$ cat src/rtl/scap_pkg.sv
// Shared types, constants and decode tables for the ATR parser.
`default_nettype none
package scap_pkg;
  localparam int MaxAtrBytesDefault = 64;
  localparam logic [7:0] TsDirect = 8'h3B;

  localparam logic [2:0] StOk = 3'd0;
  localparam logic [2:0] StBadTs = 3'd1;
  localparam logic [2:0] StNoIface = 3'd2;
  localparam logic [2:0] StBadF = 3'd3;
  localparam logic [2:0] StBadD = 3'd4;
  localparam logic [2:0] StBadTa2 = 3'd5;
  localparam logic [2:0] StLength = 3'd6;
  localparam logic [2:0] StTck = 3'd7;

  // controller to datapath commands
  typedef struct packed {
    logic clear;       // back to reset values
    logic div_start;   // load divider
    logic div_step;    // one quotient bit
    logic div_sel_bwt; // 0: etu division, 1: bwt division
    logic fin_etu;     // latch etu from quotient
    logic fin_bwt;     // latch bwt from quotient
  } scap_cmd_t;

  typedef struct packed {
    logic [2:0] status;
  } scap_sts_t;

  function automatic logic [11:0] fi_lookup(input logic [3:0] c);
    logic [11:0] r;
    case (c)
      4'd0, 4'd1: r = 12'd372;
      4'd2: r = 12'd558;
      4'd3: r = 12'd744;
      4'd4: r = 12'd1116;
      4'd5: r = 12'd1488;
      4'd6: r = 12'd1860;
      4'd9: r = 12'd512;
      4'd10: r = 12'd768;
      4'd11: r = 12'd1024;
      4'd12: r = 12'd1536;
      4'd13: r = 12'd2048;
      default: r = 12'd0;
    endcase
    return r;
  endfunction

  function automatic logic [4:0] f_lookup(input logic [3:0] c);
    logic [4:0] r;
    case (c)
      4'd0: r = 5'd4;
      4'd1, 4'd9: r = 5'd5;
      4'd2: r = 5'd6;
      4'd3: r = 5'd8;
      4'd4: r = 5'd12;
      4'd5: r = 5'd16;
      4'd6, 4'd13: r = 5'd20;
      4'd10: r = 5'd7;
      4'd11: r = 5'd10;
      4'd12: r = 5'd15;
      default: r = 5'd0;
    endcase
    return r;
  endfunction

  function automatic logic [6:0] d_lookup(input logic [3:0] c);
    logic [6:0] r;
    case (c)
      4'd1: r = 7'd1;
      4'd2: r = 7'd2;
      4'd3: r = 7'd4;
      4'd4: r = 7'd8;
      4'd5: r = 7'd16;
      4'd6: r = 7'd32;
      4'd7: r = 7'd64;
      4'd8: r = 7'd12;
      4'd9: r = 7'd20;
      default: r = 7'd0;
    endcase
    return r;
  endfunction
endpackage
`default_nettype wire

$ cat src/rtl/scap_datapath.sv
// Datapath: ATR byte parsing registers, restoring divider and timing products.
`default_nettype none
module scap_datapath #(
  parameter int MAX_ATR_BYTES = scap_pkg::MaxAtrBytesDefault
) (
  input  wire logic              clk,
  input  wire logic              rst_n,
  input  wire logic              byte_en,
  input  wire logic [7:0]        atr_byte,
  input  wire scap_pkg::scap_cmd_t cmd,
  output scap_pkg::scap_sts_t    sts,
  output logic [6:0]             etu,
  output logic [11:0]            fi,
  output logic [6:0]             di,
  output logic                   t1_en,
  output logic [7:0]             ifsc,
  output logic [7:0]             edc,
  output logic [7:0]             n_guard,
  output logic [7:0]             wi,
  output logic [21:0]            bwt,
  output logic [12:0]            cwt,
  output logic [11:0]            bgt
);
  localparam int PosW = $clog2(MAX_ATR_BYTES + 1);
  localparam logic [2:0] PhTs = 3'd0, PhT0 = 3'd1, PhIface = 3'd2, PhHist = 3'd3,
                         PhTck = 3'd4, PhAfter = 3'd5, PhDrain = 3'd6;

  logic [PosW-1:0] pos_r;
  logic [2:0] ph_r, ph_nxt;
  logic [3:0] pend_r, pend_nxt, hist_r, hist_nxt;
  logic [4:0] grp_r, grp_nxt, proto_r, proto_nxt;
  logic [7:0] xor_r;
  logic [2:0] err_r, err_nxt;
  logic [11:0] fi_r, fi_nxt;
  logic [4:0] f_r, f_nxt;
  logic [6:0] d_r, d_nxt;
  logic [7:0] ifsc_r, ifsc_nxt, edc_r, edc_nxt, n_r, n_nxt, wi_r, wi_nxt;
  logic [3:0] bwi_r, bwi_nxt, cwi_r, cwi_nxt;
  logic t1_r, t1_nxt;

  logic [23:0] dend_r;  // shifting dividend
  logic [11:0] rem_r;
  logic [11:0] dvs_r;
  logic [6:0] etu_r;
  logic [21:0] bwt_r;
  logic [12:0] rem_try;

  always_comb begin
    logic fl;
    logic [2:0] fc;
    ph_nxt = ph_r; pend_nxt = pend_r; hist_nxt = hist_r; grp_nxt = grp_r;
    proto_nxt = proto_r; err_nxt = err_r; fi_nxt = fi_r; f_nxt = f_r; d_nxt = d_r;
    ifsc_nxt = ifsc_r; edc_nxt = edc_r; n_nxt = n_r; wi_nxt = wi_r;
    bwi_nxt = bwi_r; cwi_nxt = cwi_r; t1_nxt = t1_r;
    fl = 1'b0; fc = scap_pkg::StOk;
    if (pos_r >= PosW'(MAX_ATR_BYTES)) begin
      fl = 1'b1; fc = scap_pkg::StLength;
    end else begin
      case (ph_r)
        PhTs: if (atr_byte != scap_pkg::TsDirect) begin
          fl = 1'b1; fc = scap_pkg::StBadTs;
        end else ph_nxt = PhT0;
        PhT0: begin
          hist_nxt = atr_byte[3:0];
          pend_nxt = atr_byte[7:4];
          if (atr_byte[7:4] == 4'd0) begin
            fl = 1'b1; fc = scap_pkg::StNoIface;
          end else ph_nxt = PhIface;
        end
        PhIface: begin
          if (pend_r[0]) begin
            pend_nxt = pend_r & 4'he;
            if (grp_r == 5'd1) begin
              if (scap_pkg::fi_lookup(atr_byte[7:4]) == 12'd0) begin
                fl = 1'b1; fc = scap_pkg::StBadF;
              end else begin
                fi_nxt = scap_pkg::fi_lookup(atr_byte[7:4]);
                f_nxt = scap_pkg::f_lookup(atr_byte[7:4]);
                if (scap_pkg::d_lookup(atr_byte[3:0]) == 7'd0) begin
                  fl = 1'b1; fc = scap_pkg::StBadD;
                end else d_nxt = scap_pkg::d_lookup(atr_byte[3:0]);
              end
            end else if (grp_r == 5'd2) begin
              if (atr_byte[3:0] != 4'd1) begin
                fl = 1'b1; fc = scap_pkg::StBadTa2;
              end else t1_nxt = 1'b1;
            end else if (proto_r == 5'd1) ifsc_nxt = atr_byte;
          end else if (pend_r[1]) begin
            pend_nxt = pend_r & 4'hc;
            if (grp_r >= 5'd3 && proto_r == 5'd1) begin
              bwi_nxt = atr_byte[7:4]; cwi_nxt = atr_byte[3:0];
            end
          end else if (pend_r[2]) begin
            pend_nxt = pend_r & 4'h8;
            if (grp_r == 5'd1) n_nxt = atr_byte;
            else if (grp_r == 5'd2) wi_nxt = atr_byte;
            else if (proto_r == 5'd1) edc_nxt = atr_byte;
          end else begin
            pend_nxt = atr_byte[7:4];
            proto_nxt = {1'b0, atr_byte[3:0]};
            if (grp_r < 5'd31) grp_nxt = grp_r + 5'd1;
          end
          if (!fl && pend_nxt == 4'd0) ph_nxt = (hist_r != 4'd0) ? PhHist : PhTck;
        end
        PhHist: begin
          hist_nxt = hist_r - 4'd1;
          if (hist_nxt == 4'd0) ph_nxt = PhTck;
        end
        PhTck: ph_nxt = PhAfter;
        PhAfter: begin
          fl = 1'b1; fc = scap_pkg::StLength;
        end
        default: ;
      endcase
    end
    if (fl) begin
      ph_nxt = PhDrain;
      if (err_r == scap_pkg::StOk) err_nxt = fc;
    end
  end

  assign rem_try = {rem_r, dend_r[23]} - {1'b0, dvs_r};

  always_ff @(posedge clk) begin
    if (!rst_n || cmd.clear) begin
      pos_r <= '0; ph_r <= PhTs; pend_r <= '0; hist_r <= '0; grp_r <= 5'd1;
      proto_r <= 5'd31; xor_r <= '0; err_r <= scap_pkg::StOk;
      fi_r <= 12'd372; f_r <= 5'd4; d_r <= 7'd1;
      ifsc_r <= 8'd32; bwi_r <= 4'd4; cwi_r <= 4'd13; edc_r <= '0; t1_r <= 1'b0;
      n_r <= '0; wi_r <= 8'd10;
    end else if (byte_en) begin
      if (pos_r < PosW'(MAX_ATR_BYTES)) begin
        pos_r <= pos_r + PosW'(1);
        if (pos_r != '0) xor_r <= xor_r ^ atr_byte;
      end
      ph_r <= ph_nxt; pend_r <= pend_nxt; hist_r <= hist_nxt; grp_r <= grp_nxt;
      proto_r <= proto_nxt; err_r <= err_nxt; fi_r <= fi_nxt; f_r <= f_nxt;
      d_r <= d_nxt; ifsc_r <= ifsc_nxt; edc_r <= edc_nxt; n_r <= n_nxt; wi_r <= wi_nxt;
      bwi_r <= bwi_nxt; cwi_r <= cwi_nxt; t1_r <= t1_nxt;
    end
  end

  // restoring divider, 24 quotient bits shifted into dend_r
  always_ff @(posedge clk) begin
    if (cmd.div_start) begin
      rem_r <= '0;
      if (cmd.div_sel_bwt) begin
        dend_r <= 24'(bwi_r) * 24'd714240;
        dvs_r <= {7'd0, f_r};
      end else begin
        dend_r <= {12'd0, fi_r};
        dvs_r <= 12'(d_r) * 12'(f_r);
      end
    end else if (cmd.div_step) begin
      if (!rem_try[12]) rem_r <= rem_try[11:0];
      else rem_r <= {rem_r[10:0], dend_r[23]};
      dend_r <= {dend_r[22:0], !rem_try[12]};
    end
    if (cmd.fin_etu) etu_r <= dend_r[6:0];
    if (cmd.fin_bwt) bwt_r <= dend_r[21:0] + 22'(etu_r) * 22'd11;
  end

  always_comb begin
    sts.status = err_r;
    if (sts.status == scap_pkg::StOk && ph_r != PhAfter) sts.status = scap_pkg::StLength;
    if (sts.status == scap_pkg::StOk && xor_r != 8'd0) sts.status = scap_pkg::StTck;
  end

  assign etu = etu_r;
  assign fi = fi_r;
  assign di = d_r;
  assign t1_en = t1_r;
  assign ifsc = ifsc_r;
  assign edc = edc_r;
  assign n_guard = n_r;
  assign wi = wi_r;
  assign bwt = bwt_r;
  assign cwt = 13'({1'b0, cwi_r, 1'b0} + 6'd11) * 13'(etu_r);
  assign bgt = 12'(etu_r) * 12'd22;
endmodule
`default_nettype wire

$ cat src/rtl/scap_ctrl.sv
// Controller: sequences byte intake, the two divisions and result delivery.
`default_nettype none
module scap_ctrl (
  input  wire logic                clk,
  input  wire logic                rst_n,
  input  wire logic                in_tvalid,
  input  wire logic                in_last,
  output logic                     in_tready,
  output logic                     out_tvalid,
  input  wire logic                out_tready,
  output logic                     byte_en,
  output logic                     load_out,
  output scap_pkg::scap_cmd_t      cmd
);
  typedef enum logic [2:0] {S_IDLE, S_DIV1, S_DIV2, S_FIN, S_OUT} state_t;
  localparam logic [4:0] LastStep = 5'd23;
  state_t st_r;
  logic [4:0] cnt_r;
  logic ov_r;
  // first DIV2 cycle latches etu and starts the second division
  logic start2_r;

  assign in_tready = (st_r == S_IDLE);
  assign byte_en = in_tvalid && in_tready;
  assign out_tvalid = ov_r;
  assign load_out = (st_r == S_OUT) && (!ov_r || out_tready);

  always_comb begin
    cmd = '0;
    case (st_r)
      S_IDLE: if (byte_en && in_last) cmd.div_start = 1'b1;
      S_DIV1: cmd.div_step = 1'b1;
      S_DIV2: begin
        cmd.div_sel_bwt = 1'b1;
        if (start2_r) begin
          cmd.div_start = 1'b1; cmd.fin_etu = 1'b1;
        end else cmd.div_step = 1'b1;
      end
      S_FIN: cmd.fin_bwt = 1'b1;
      S_OUT: cmd.clear = load_out;
      default: ;
    endcase
  end

  always_ff @(posedge clk) begin
    if (!rst_n) begin
      st_r <= S_IDLE; cnt_r <= '0; ov_r <= 1'b0; start2_r <= 1'b0;
    end else begin
      if (load_out) ov_r <= 1'b1;
      else if (out_tready) ov_r <= 1'b0;
      start2_r <= (st_r == S_DIV1) && (cnt_r == LastStep);
      case (st_r)
        S_IDLE: if (byte_en && in_last) begin
          st_r <= S_DIV1; cnt_r <= '0;
        end
        S_DIV1: begin
          if (cnt_r == LastStep) begin
            st_r <= S_DIV2; cnt_r <= '0;
          end else cnt_r <= cnt_r + 5'd1;
        end
        S_DIV2: if (!start2_r) begin
          if (cnt_r == LastStep) begin
            st_r <= S_FIN; cnt_r <= '0;
          end else cnt_r <= cnt_r + 5'd1;
        end
        S_FIN: st_r <= S_OUT;
        S_OUT: if (load_out) st_r <= S_IDLE;
        default: st_r <= S_IDLE;
      endcase
    end
  end
endmodule
`default_nettype wire

$ cat src/rtl/smart_card_atr_parser.sv
// Top level of the smart card ATR parser.
// Takes one ATR byte per request (TS first, tlast on TCK), one byte per cycle
// while idle. On the last byte it runs two 24-step restoring divisions (etu,
// then the BWT term) and delivers one result through an output register;
// input is held off until that result is loaded into the register. The next ATR may
// start while that result waits; its own result is held until the register
// is free.
// Error results carry zeros in all fields but status.
`default_nettype none
module smart_card_atr_parser #(
  parameter int MAX_ATR_BYTES = scap_pkg::MaxAtrBytesDefault
) (
  input  wire logic         clk,
  input  wire logic         rst_n,
  input  wire logic         in_tvalid,
  output logic              in_tready,
  input  wire logic [7:0]   in_tdata,   // atr_byte
  input  wire logic         in_tlast,   // last_byte
  output logic              out_tvalid,
  input  wire logic         out_tready,
  // status[2:0] etu[9:3] clock_rate_factor[21:10] baud_divisor[28:22]
  // t1_enabled[29] ifsc[37:30] edc_mode[45:38] extra_guard[53:46]
  // wait_integer[61:54] block_wait_time[83:62] char_wait_time[96:84]
  // block_guard_time[108:97], zeros to 111
  output logic [111:0]      out_tdata
);
  scap_pkg::scap_cmd_t cmd;
  scap_pkg::scap_sts_t sts;
  logic byte_en, load_out;
  logic [6:0] etu, di;
  logic [11:0] fi, bgt;
  logic t1_en;
  logic [7:0] ifsc, edc, n_guard, wi;
  logic [21:0] bwt;
  logic [12:0] cwt;
  logic [111:0] out_r, out_nxt;
  logic ok;

  scap_ctrl u_ctrl (
    .clk, .rst_n, .in_tvalid, .in_last(in_tlast), .in_tready,
    .out_tvalid, .out_tready, .byte_en, .load_out, .cmd
  );

  scap_datapath #(.MAX_ATR_BYTES(MAX_ATR_BYTES)) u_dp (
    .clk, .rst_n, .byte_en, .atr_byte(in_tdata), .cmd, .sts,
    .etu, .fi, .di, .t1_en, .ifsc, .edc, .n_guard, .wi, .bwt, .cwt, .bgt
  );

  assign ok = (sts.status == scap_pkg::StOk);

  always_comb begin
    out_nxt = '0;
    out_nxt[2:0] = sts.status;
    if (ok) begin
      out_nxt[9:3] = etu;
      out_nxt[21:10] = fi;
      out_nxt[28:22] = di;
      out_nxt[29] = t1_en;
      out_nxt[37:30] = ifsc;
      out_nxt[45:38] = edc;
      out_nxt[53:46] = n_guard;
      out_nxt[61:54] = wi;
      if (t1_en) begin
        out_nxt[83:62] = bwt;
        out_nxt[96:84] = cwt;
        out_nxt[108:97] = bgt;
      end
    end
  end

  always_ff @(posedge clk) begin
    if (load_out) out_r <= out_nxt;
  end

  assign out_tdata = out_r;
endmodule
`default_nettype wire

$ cat config.mk
export PLATFORM = sky130hd
export DESIGN_NAME = smart_card_atr_parser
export DESIGN_NICKNAME = d
export VERILOG_FILES = /design/src/rtl/scap_pkg.sv /design/src/rtl/scap_datapath.sv /design/src/rtl/scap_ctrl.sv /design/src/rtl/smart_card_atr_parser.sv
export SDC_FILE = /design/constraint.sdc
export NUM_CORES = 1
export LEC_CHECK = 0
export BUFFER_PORTS_ARGS = -buffer_cell sky130_fd_sc_hd__buf_2
export CAP_MARGIN = 5
export CORE_UTILIZATION = 61
export CTS_BUF_LIST = sky130_fd_sc_hd__clkbuf_16
export DETAILED_ROUTE_END_ITERATION = 8
export PLACE_DENSITY = 0.92
export SETUP_SLACK_MARGIN = 0.5
export SYNTH_ARGS = -nofsm -noshare
export SYNTH_HDL_FRONTEND = slang
export SYNTH_SLANG_ARGS = --single-unit
$ cat constraint.sdc
create_clock -name clk -period 5.22 [get_ports clk]
set_clock_uncertainty 0.1 [all_clocks]
set_input_delay 0.783 -clock clk [delete_from_list [all_inputs] [get_ports clk]]
set_output_delay 0.783 -clock clk [all_outputs]
set_load 0.1 [all_outputs]
==> results of run 1 <==
-- kinds of logic after synthesis --
group                    count (synthesis)
other                                    1
buffers and inverters                  197
AND/OR/NAND/NOR                        614
adder cells (fa/ha/maj)                173
XOR/XNOR                                75
flip-flops                             296
AO/OA/AOI/OAI                          266
multiplexers                            61
-- power breakdown --
| part | leakage [uW] | internal [uW] | switching [uW] |
|---|---|---|---|
| clock | 0.000535 | 1370 | 914 |
| combinational | 0.00507 | 923 | 2330 |
| sequential | 0.00261 | 3030 | 264 |
| total | 0.00822 | 5330 | 3510 |
-- layer usage --
| metal | GRT usage [%] | share of wire, % | vias up |
|---|---|---|---|
| li1 | - | - | 6023 |
| met1 | 31.8 | 39 | 6146 |
| met4 | 11.7 | 3.9 | 0 |
| met2 | 46.9 | 50 | 476 |
| met5 | 0 | 0 | - |
| met3 | 3.85 | 6.5 | 107 |
-- worst max-delay path, cell delays in order, from the launching register on --
cell and delay [ps]:
dfxtp_4 380, ha_1 250, o21a_2 250, and2_1 180
fa_1 530, inv_1 50, fa_1 490, fa_1 540
inv_1 40, ha_1 320, o21a_1 190, a2111oi_0 400
or3_1 200, o21ai_0 110, xnor2_1 140, nor2_1 50
-- cell type report --
type / count / area share [%]
clock inverter: 24 / 1.48
sequential: 296 / 40.3
timing repair buffer: 134 / 3.71
clock buffer: 31 / 4.09
multi-input combinational: 1194 / 45.6
tap: 372 / 2.45
inverter: 122 / 2.43
-- worst min path at each step --
stage | to | cells after the start | startpoint
2_1_floorplan | u_dp.etu[2] | 0 | u_dp.dend_r[2]
3_3_place_gp | u_dp.etu[4] | 0 | u_dp.dend_r[4]
3_5_place_dp | u_dp.etu[3] | 0 | u_dp.dend_r[3]
4_1_cts | u_dp.etu[3] | 0 | u_dp.dend_r[3]
5_1_grt | u_dp.etu[3] | 0 | u_dp.dend_r[3]
6_report | u_dp.etu[3] | 0 | u_dp.dend_r[3]
-- per-stage QoR --
step | area, um^2 | total power (uW)
floorplan | 17100 | 5930
finish | 19000 | 8840
global placement | 17900 | 6410
CTS | 19000 | 8840
global route | 19000 | 9260
detailed placement | 17900 | 6550
-- sequential cells by signal (all words and copies together), names as in the netlist, 4 cells and up --
signal	count
u_dp.dend_r	24
u_dp.bwt	22
u_dp.cwi_r	4
u_dp.wi	8
u_ctrl.cnt_r	5
u_dp.f_r	5
u_dp.dvs_r	12
u_dp.xor_r	8
u_dp.ifsc	8
u_dp.hist_r	4
u_dp.di	7
u_dp.bwi_r	4
u_dp.pend_r	4
u_dp.grp_r	5
u_dp.fi	11
out_tdata	106
u_dp.n_guard	8
u_dp.edc	8
u_dp.rem_r	12
u_dp.proto_r	5
u_dp.pos_r	7
u_dp.etu	7
-- synth_stat cells, drive strengths merged (14+ instances only) --
| cell type | count | area, um^2 |
|---|---|---|
| a211oi | 15 | 113 |
| a21o | 14 | 105 |
| a21oi | 79 | 395 |
| and2 | 100 | 628 |
| and3 | 39 | 245 |
| buf | 23 | 169 |
| clkbuf | 52 | 205 |
| dfxtp | 125 | 2500 |
| edfxtp | 171 | 5130 |
| fa | 53 | 1060 |
| ha | 120 | 1500 |
| inv | 122 | 458 |
| mux2i | 54 | 541 |
| nand2 | 145 | 544 |
| nand2b | 21 | 131 |
| nand3 | 36 | 185 |
| nor2 | 161 | 604 |
| nor2b | 24 | 150 |
| nor3 | 39 | 211 |
| o21ai | 70 | 350 |
| xnor2 | 38 | 333 |
| xor2 | 37 | 324 |
-- timing repair --
action                     in CTS  in global routing
resized for setup               2                  3
hold buffers                    0                  0
setup endpoints to repair       2                  2
==> results.json, run 1 <==
{
  "run_status": "completed",
  "wl_per_cell_um": 17.1,
  "grt_max_degree": 88,
  "reg2reg_slack_ps": 700,
  "maxCapViolations": 0,
  "cp.required_ps": 5410,
  "syn_inst": 1683,
  "area_growth_pct": 11.2,
  "cts_tree": "yes",
  "pre_cts_ws_ps": 371,
  "utilization_pct": 69.8,
  "hold_path.class": "register to register",
  "antennaDiodeCount": 0,
  "place.gp.congestion": 0.863,
  "start_util_pct": 62.8,
  "reg2reg_to": "out_tdata[96]",
  "critPathKind": "register to register",
  "powerDensity_nw_per_um2": 466,
  "r2r_cells": 15,
  "crit_path_start_kind": "register",
  "cts_buffer_depth": 3,
  "min_period_ps": 4520,
  "chipHeight_um": 169,
  "postCtsSetupBuffers": 0,
  "path_clk_slew_ps": 70,
  "synth-xor-area-share_pct": 3.85,
  "crit_path_end": "out_tdata[96]",
  "cts-htree-levels": 1,
  "clk_latency_ps": 560,
  "synth_warnings": 0,
  "fillerInstances": 1894,
  "tns_ps": 0,
  "worst_pin_slew_ps": 1080,
  "muxShareOfSynthArea_pct": 3.70,
  "drtIter0Drc": 1041,
  "cts.sinks": 296,
  "crit_fanout": 10,
  "core_area_um2": 27200,
  "synth_ff_type": "edfxtp_1",
  "root_buffer": "clkbuf_16",
  "clock.fmax_mhz": 221,
  "multiInputGateArea_um2": 8640,
  "grt_pass1_wl_mm": 61.2,
  "grt_pass1_vias": 12800,
  "regArea_um2": 7640,
  "nets": 1964,
  "place_inst": 2118,
  "synth-edff-count": 171,
  "final_common_cell": "edfxtp_1",
  "power.leakage_uw": 0.00822,
  "antenna_left": 0,
  "setup.worst_path.end_class": "register",
  "synth_seq_area_share_pct": 44.8,
  "ios": 127,
  "synth-compound-area-share_pct": 9.77,
  "setup_slack_ps": 702,
  "totalWireLength_mm": 37.2,
  "min_period_over_period_pct": 86.6,
  "r2r_start": "u_dp.cwi_r[0]",
  "vias": 12800,
  "die_w_um": 169,
  "drc": 0,
  "synth_simple_gate_area_share_pct": 18.0,
  "final_cell_mix": "edfxtp_1, nor2_1, nand2_1",
  "final_max_slew_viol_count": 0,
  "overflow": 0,
  "max-vdd-ir-drop_mv": 0.291,
  "crit_start": "u_dp.cwi_r[0]",
  "synth_fa_ha_area_share_pct": 15.0,
  "dp_hpwl_mm": 25.7,
  "synth_cell_type_count": 76,
  "viasPerCell": 5.87,
  "netlist_area_um2": 17100,
  "avgSynthCellArea_um2": 10.1,
  "final_cells": 2173,
  "worst_hold_slack_ps": 352,
  "dieArea_um2": 28600,
  "slew_headroom_pct": 27.6,
  "dr.pass1.iters": 5,
  "synth_top_family_by_area": "simple AND/OR/NAND/NOR gates",
  "setup_viol": 0,
  "grt_use_total_pct": 26.4,
  "async_reset_ff_share_pct": 0,
  "portBuffers": 121,
  "num_rows": 60,
  "cts_buffers": 30,
  "drive_gt1_share_pct": 12.1,
  "antenna_found_initial": 0,
  "hold_viol": 0,
  "worstPathArrival_ps": 4710,
  "rsz0062_at_grt": "false",
  "yosys_register_bits": 296
}
(Power assumes the default switching activity.)
==> run 2: changes to the inputs <==
Settings changed: CORE_UTILIZATION 61 to 25, MAX_ROUTING_LAYER set to met4, PLACE_DENSITY 0.92 to 0.51.
==> run 2 against run 1 <==
Effect of this change:
- register-to-register slack gained 30 ps
- critical path type unchanged
- hold slack got worse by 8.3 ps
- clock power rose by 5%
- sequential cell count is the same
- final area increased by 4.1%
- sequential share of layout area decreased by 1.6 points
- non-clock buffer count rose by 3
==> results.json, run 2 (same netlist as run 1, synthesis figures left out) <==
{
  "hold_viol": 0,
  "power.total_uw": 8950,
  "hold_path.class": "register to register",
  "cp.required_ps": 5400,
  "cts_buffer_depth": 3,
  "cts.sinks": 296,
  "dieArea_um2": 69300,
  "final_cell_mix": "edfxtp_1, nor2_1, nand2_1",
  "chipHeight_um": 263,
  "cts_buffers": 35,
  "grt_pass1_wl_mm": 66.9,
  "setup_slack_ps": 735,
  "place_inst": 2622,
  "final_max_slew_viol_count": 0,
  "antenna_found_initial": 7,
  "root_buffer": "clkbuf_16",
  "min_period_ps": 4490,
  "clk_latency_ps": 550,
  "setup_viol": 0,
  "dpl-instance-area_um2": 18600,
  "core_area_um2": 67400,
  "cts_tree": "yes",
  "run_status": "completed",
  "rsz0062_at_grt": "false",
  "portBuffers": 121,
  "setup.worst_path.end_class": "register",
  "place.gp.congestion": 0.844,
  "vias": 12200,
  "powerDensity_nw_per_um2": 453,
  "wl_per_cell_um": 15.1,
  "drtIter0Drc": 623,
  "postCtsSetupBuffers": 0,
  "overflow": 0,
  "die_w_um": 263,
  "largest_reg_flops": 106,
  "clock.fmax_mhz": 223,
  "min_period_over_period_pct": 85.9,
  "ios": 127,
  "final_cells": 2694,
  "viasPerCell": 4.53,
  "crit_path_start_kind": "register",
  "tns_ps": 0,
  "start_util_pct": 25.3,
  "path_clk_slew_ps": 60,
  "design_area_um2": 19800,
  "crit_fanout": 10,
  "cts-htree-levels": 2,
  "grt_use_total_pct": 12.2,
  "critPathKind": "register to register",
  "drive_gt1_share_pct": 12.1,
  "worstPathArrival_ps": 4660,
  "dr.pass1.iters": 7,
  "power.leakage_uw": 0.00828,
  "num_rows": 95,
  "slew_headroom_pct": 36.7,
  "max-vdd-ir-drop_mv": 0.242,
  "worst_pin_slew_ps": 948,
  "final_common_cell": "edfxtp_1",
  "totalWireLength_mm": 40.7,
  "area_growth_pct": 15.7,
  "nets": 1972,
  "cts_hold_buf": 0,
  "dp_hpwl_mm": 29.2,
  "antenna_left": 0,
  "grt_max_degree": 94,
  "maxCapViolations": 0,
  "drc": 0,
  "pre_cts_ws_ps": 526,
  "grt_pass1_vias": 12200
}
run 2: timing repair:
item	CTS	global route
pin swaps	0	1
resized for setup	1	6
setup endpoints to repair	1	2
run 2: path summary, 6_finish.rpt:
| check | startpoint | endpoint | slack, ps | cells after the start |
|---|---|---|---|---|
| min reg2reg | u_dp.dend_r[3] | u_dp.etu[3] | 340 | 0 |
| min | u_dp.dend_r[3] | u_dp.etu[3] | 340 | 0 |
| max reg2reg | u_dp.cwi_r[0] | out_tdata[96] | 730 | 15 |
| max | u_dp.cwi_r[0] | out_tdata[96] | 730 | 15 |
run 2: metal layers:
metal  GRT usage (%)  up-vias  routed length [um]
li1                -     6058                   -
met1            15.3     5843               18700
met2            19.3      255               18800
met3            2.71       58                2180
met4            4.01        0                1100
met5               -        -                   0
run 2: critical path, cell delays in order, from the launching register on:
cell and delay, ps:
dfxtp_4 380, ha_1 230, o21a_1 250, and2_1 210, fa_1 540, inv_1 50
fa_1 500, fa_1 540, inv_1 40, ha_1 330, o21a_1 230, a2111oi_4 340
or3_1 180, o21ai_0 120, xnor2_1 150, nor2_1 50
run 2: final cells by class:
cell class,instances,area [um^2]
timing repair buffer,137,738
tap,873,1090
clock buffer,36,901
sequential,296,7640
multi-input combinational,1194,8660
inverter,122,460
antenna,8,20.0
clock inverter,28,240
fill,6999,47600
run 2: power breakdown:
part           switching, uW  internal [uW]
combinational           2310            927
sequential               264           3030
clock                   1000           1410
run 2: through the flow:
step	utilization (%)	hold slack [ps]
finish	29.3	344
global route	29.3	365
CTS	29.2	346
detailed placement	27.5	345
global placement	27.5	342
floorplan	-	326
==> run 3: changes to the inputs <==
--- a/config.mk
+++ b/config.mk
@@ -6,5 +6,5 @@
 export NUM_CORES = 1
 export LEC_CHECK = 0
-export BUFFER_PORTS_ARGS = -buffer_cell sky130_fd_sc_hd__buf_2
+export BUFFER_PORTS_ARGS = -buffer_cell sky130_fd_sc_hd__clkbuf_2
 export CAP_MARGIN = 5
 export CORE_UTILIZATION = 25
==> constraint.sdc (replaced) <==
create_clock -name clk -period 5.22 [get_ports clk]
set_clock_uncertainty 0.1 [all_clocks]
set_input_delay 0.261 -clock clk [delete_from_list [all_inputs] [get_ports clk]]
set_output_delay 0.261 -clock clk [all_outputs]
set_load 0.1 [all_outputs]
==> run 3 against run 2 <==
Effect of this change:
- utilization about the same
- largest cell class unchanged
- global-route usage about the same
- die area unchanged
- final area increased by 0.11%
- critical path depth unchanged
- worst setup slack got worse by 36 ps
- clock power increased by 2%
- via count about the same
- final cell count about the same
- register-to-register slack got worse by 40 ps
- largest power group unchanged
==> results.json, run 3 (same netlist as run 1, synthesis figures left out) <==
{
  "start_util_pct": 25.3,
  "crit_path_start_kind": "register",
  "dp_hpwl_mm": 29.1,
  "cts-htree-levels": 2,
  "viasPerCell": 4.53,
  "core_area_um2": 67400,
  "antenna_left": 0,
  "antenna_found_initial": 6,
  "dieArea_um2": 69300,
  "hold_path.class": "primary input to register",
  "final_cell_mix": "edfxtp_1, nor2_1, nand2_1",
  "final_common_cell": "edfxtp_1",
  "slew_headroom_pct": 34.4,
  "overflow": 0,
  "area_growth_pct": 15.9,
  "nets": 1975,
  "min_period_over_period_pct": 86.6,
  "largest_reg_flops": 106,
  "vias": 12200,
  "cts_tree": "yes",
  "worst_pin_slew_ps": 982,
  "chipHeight_um": 263,
  "powerDensity_nw_per_um2": 455,
  "setup.worst_path.end_class": "register",
  "power.leakage_uw": 0.00833,
  "grt_pass1_wl_mm": 66.6,
  "grt_use_total_pct": 12.2,
  "cts_buffers": 36,
  "utilization_pct": 29.3,
  "setup_viol": 0,
  "clk_latency_ps": 550,
  "rsz0062_at_grt": "true",
  "cts.sinks": 296,
  "path_clk_slew_ps": 60,
  "grt_max_degree": 94,
  "pre_cts_ws_ps": 472,
  "drtIter0Drc": 744,
  "totalWireLength_mm": 40.7,
  "worst_hold_slack_ps": 79.1,
  "setup_slack_ps": 699,
  "slowest_delay_ps": 550,
  "dr.pass1.iters": 5,
  "grt_pass1_vias": 12400,
  "die_w_um": 263,
  "max-vdd-ir-drop_mv": 0.258,
  "hold_viol": 0,
  "cp.required_ps": 5390,
  "critPathKind": "register to register",
  "root_buffer": "clkbuf_16",
  "drive_gt1_share_pct": 12.3,
  "crit_path_frequent_cell": "fa_1",
  "maxCapViolations": 0,
  "power.total_uw": 9000,
  "cts_buffer_depth": 3,
  "clock.fmax_mhz": 221,
  "place.gp.congestion": 0.845,
  "crit_fanout": 10,
  "min_period_ps": 4520,
  "num_rows": 95,
  "drc": 0,
  "run_status": "completed",
  "portBuffers": 121,
  "ios": 127,
  "slowest_stage": "fa_1",
  "final_max_slew_viol_count": 0,
  "wl_per_cell_um": 15.1,
  "tns_ps": 0,
  "worstPathArrival_ps": 4690,
  "crit_chain": "ha_1 -> o21a_1 -> and2_1 -> fa_1 -> inv_1 -> fa_1 -> fa_1 -> inv_1 -> ha_1 -> o21a_1 -> a2111oi_1 -> or3_1 -> o21ai_0 -> xnor2_1 -> nor2_1"
}
[run 3: worst max-delay path, delay by kind of cell (launching register included)]
family | cells | cell delay, ps
buffers and inverters | 2 | 100
xor gates and xnor gates | 1 | 150
adders and majority gates | 5 | 2150
and+or+nand+nor | 3 | 440
DFF | 1 | 380
AOI/OAI and AO/OA | 4 | 930
[run 3: final cells by class]
| type | instances | area [um^2] |
|---|---|---|
| Sequential cell | 296 | 7640 |
| Tap cell | 873 | 1090 |
| Fill cell | 6937 | 47600 |
| Inverter | 122 | 460 |
| Antenna cell | 6 | 15.0 |
| Clock buffer | 39 | 976 |
| Multi-Input combinational cell | 1194 | 8640 |
| Timing Repair Buffer | 139 | 758 |
| Clock inverter | 26 | 188 |
[run 3: per-stage QoR]
stage	instances	cell area [um^2]
finish	2695	19800
global route	2695	19800
CTS	2688	19700
detailed placement	2621	18600
global placement	2621	18600
floorplan	1687	17100
[run 3: where the power goes]
group / internal (uW) / switching [uW]
sequential: 3030 / 271
clock: 1450 / 1010
combinational: 923 / 2310
[run 3: path summary, 6_finish.rpt]
check / to / startpoint / slack [ps] / depth (start not counted)
worst max-delay path: out_tdata[96] / u_dp.cwi_r[0] / 700 / 15
worst min-delay path: u_dp.ifsc[4] / in_tdata[4] / 80 / 3
worst max register to register: out_tdata[96] / u_dp.cwi_r[0] / 700 / 15
worst min register to register: u_dp.etu[4] / u_dp.dend_r[4] / 360 / 0
[run 3: layer usage]
| layer | vias up | share of wire [%] | global-route usage, % |
|---|---|---|---|
| met5 | - | 0 | - |
| met4 | 0 | 3.0 | 4.50 |
| met3 | 65 | 5.2 | 2.73 |
| met2 | 233 | 46 | 19.5 |
| met1 | 5853 | 46 | 15.1 |
| li1 | 6067 | - | - |
[run 3: timing repair]
| action | 4_1_cts | 5_1_grt |
|---|---|---|
| resized for setup | 1 | 3 |
| hold buffers | 2 | 0 |
| buffers inserted | 0 | 1 |
| setup endpoints to repair | 1 | 2 |
| pin swaps | 0 | 1 |
| endpoints found under the hold margin | 10 | 0 |
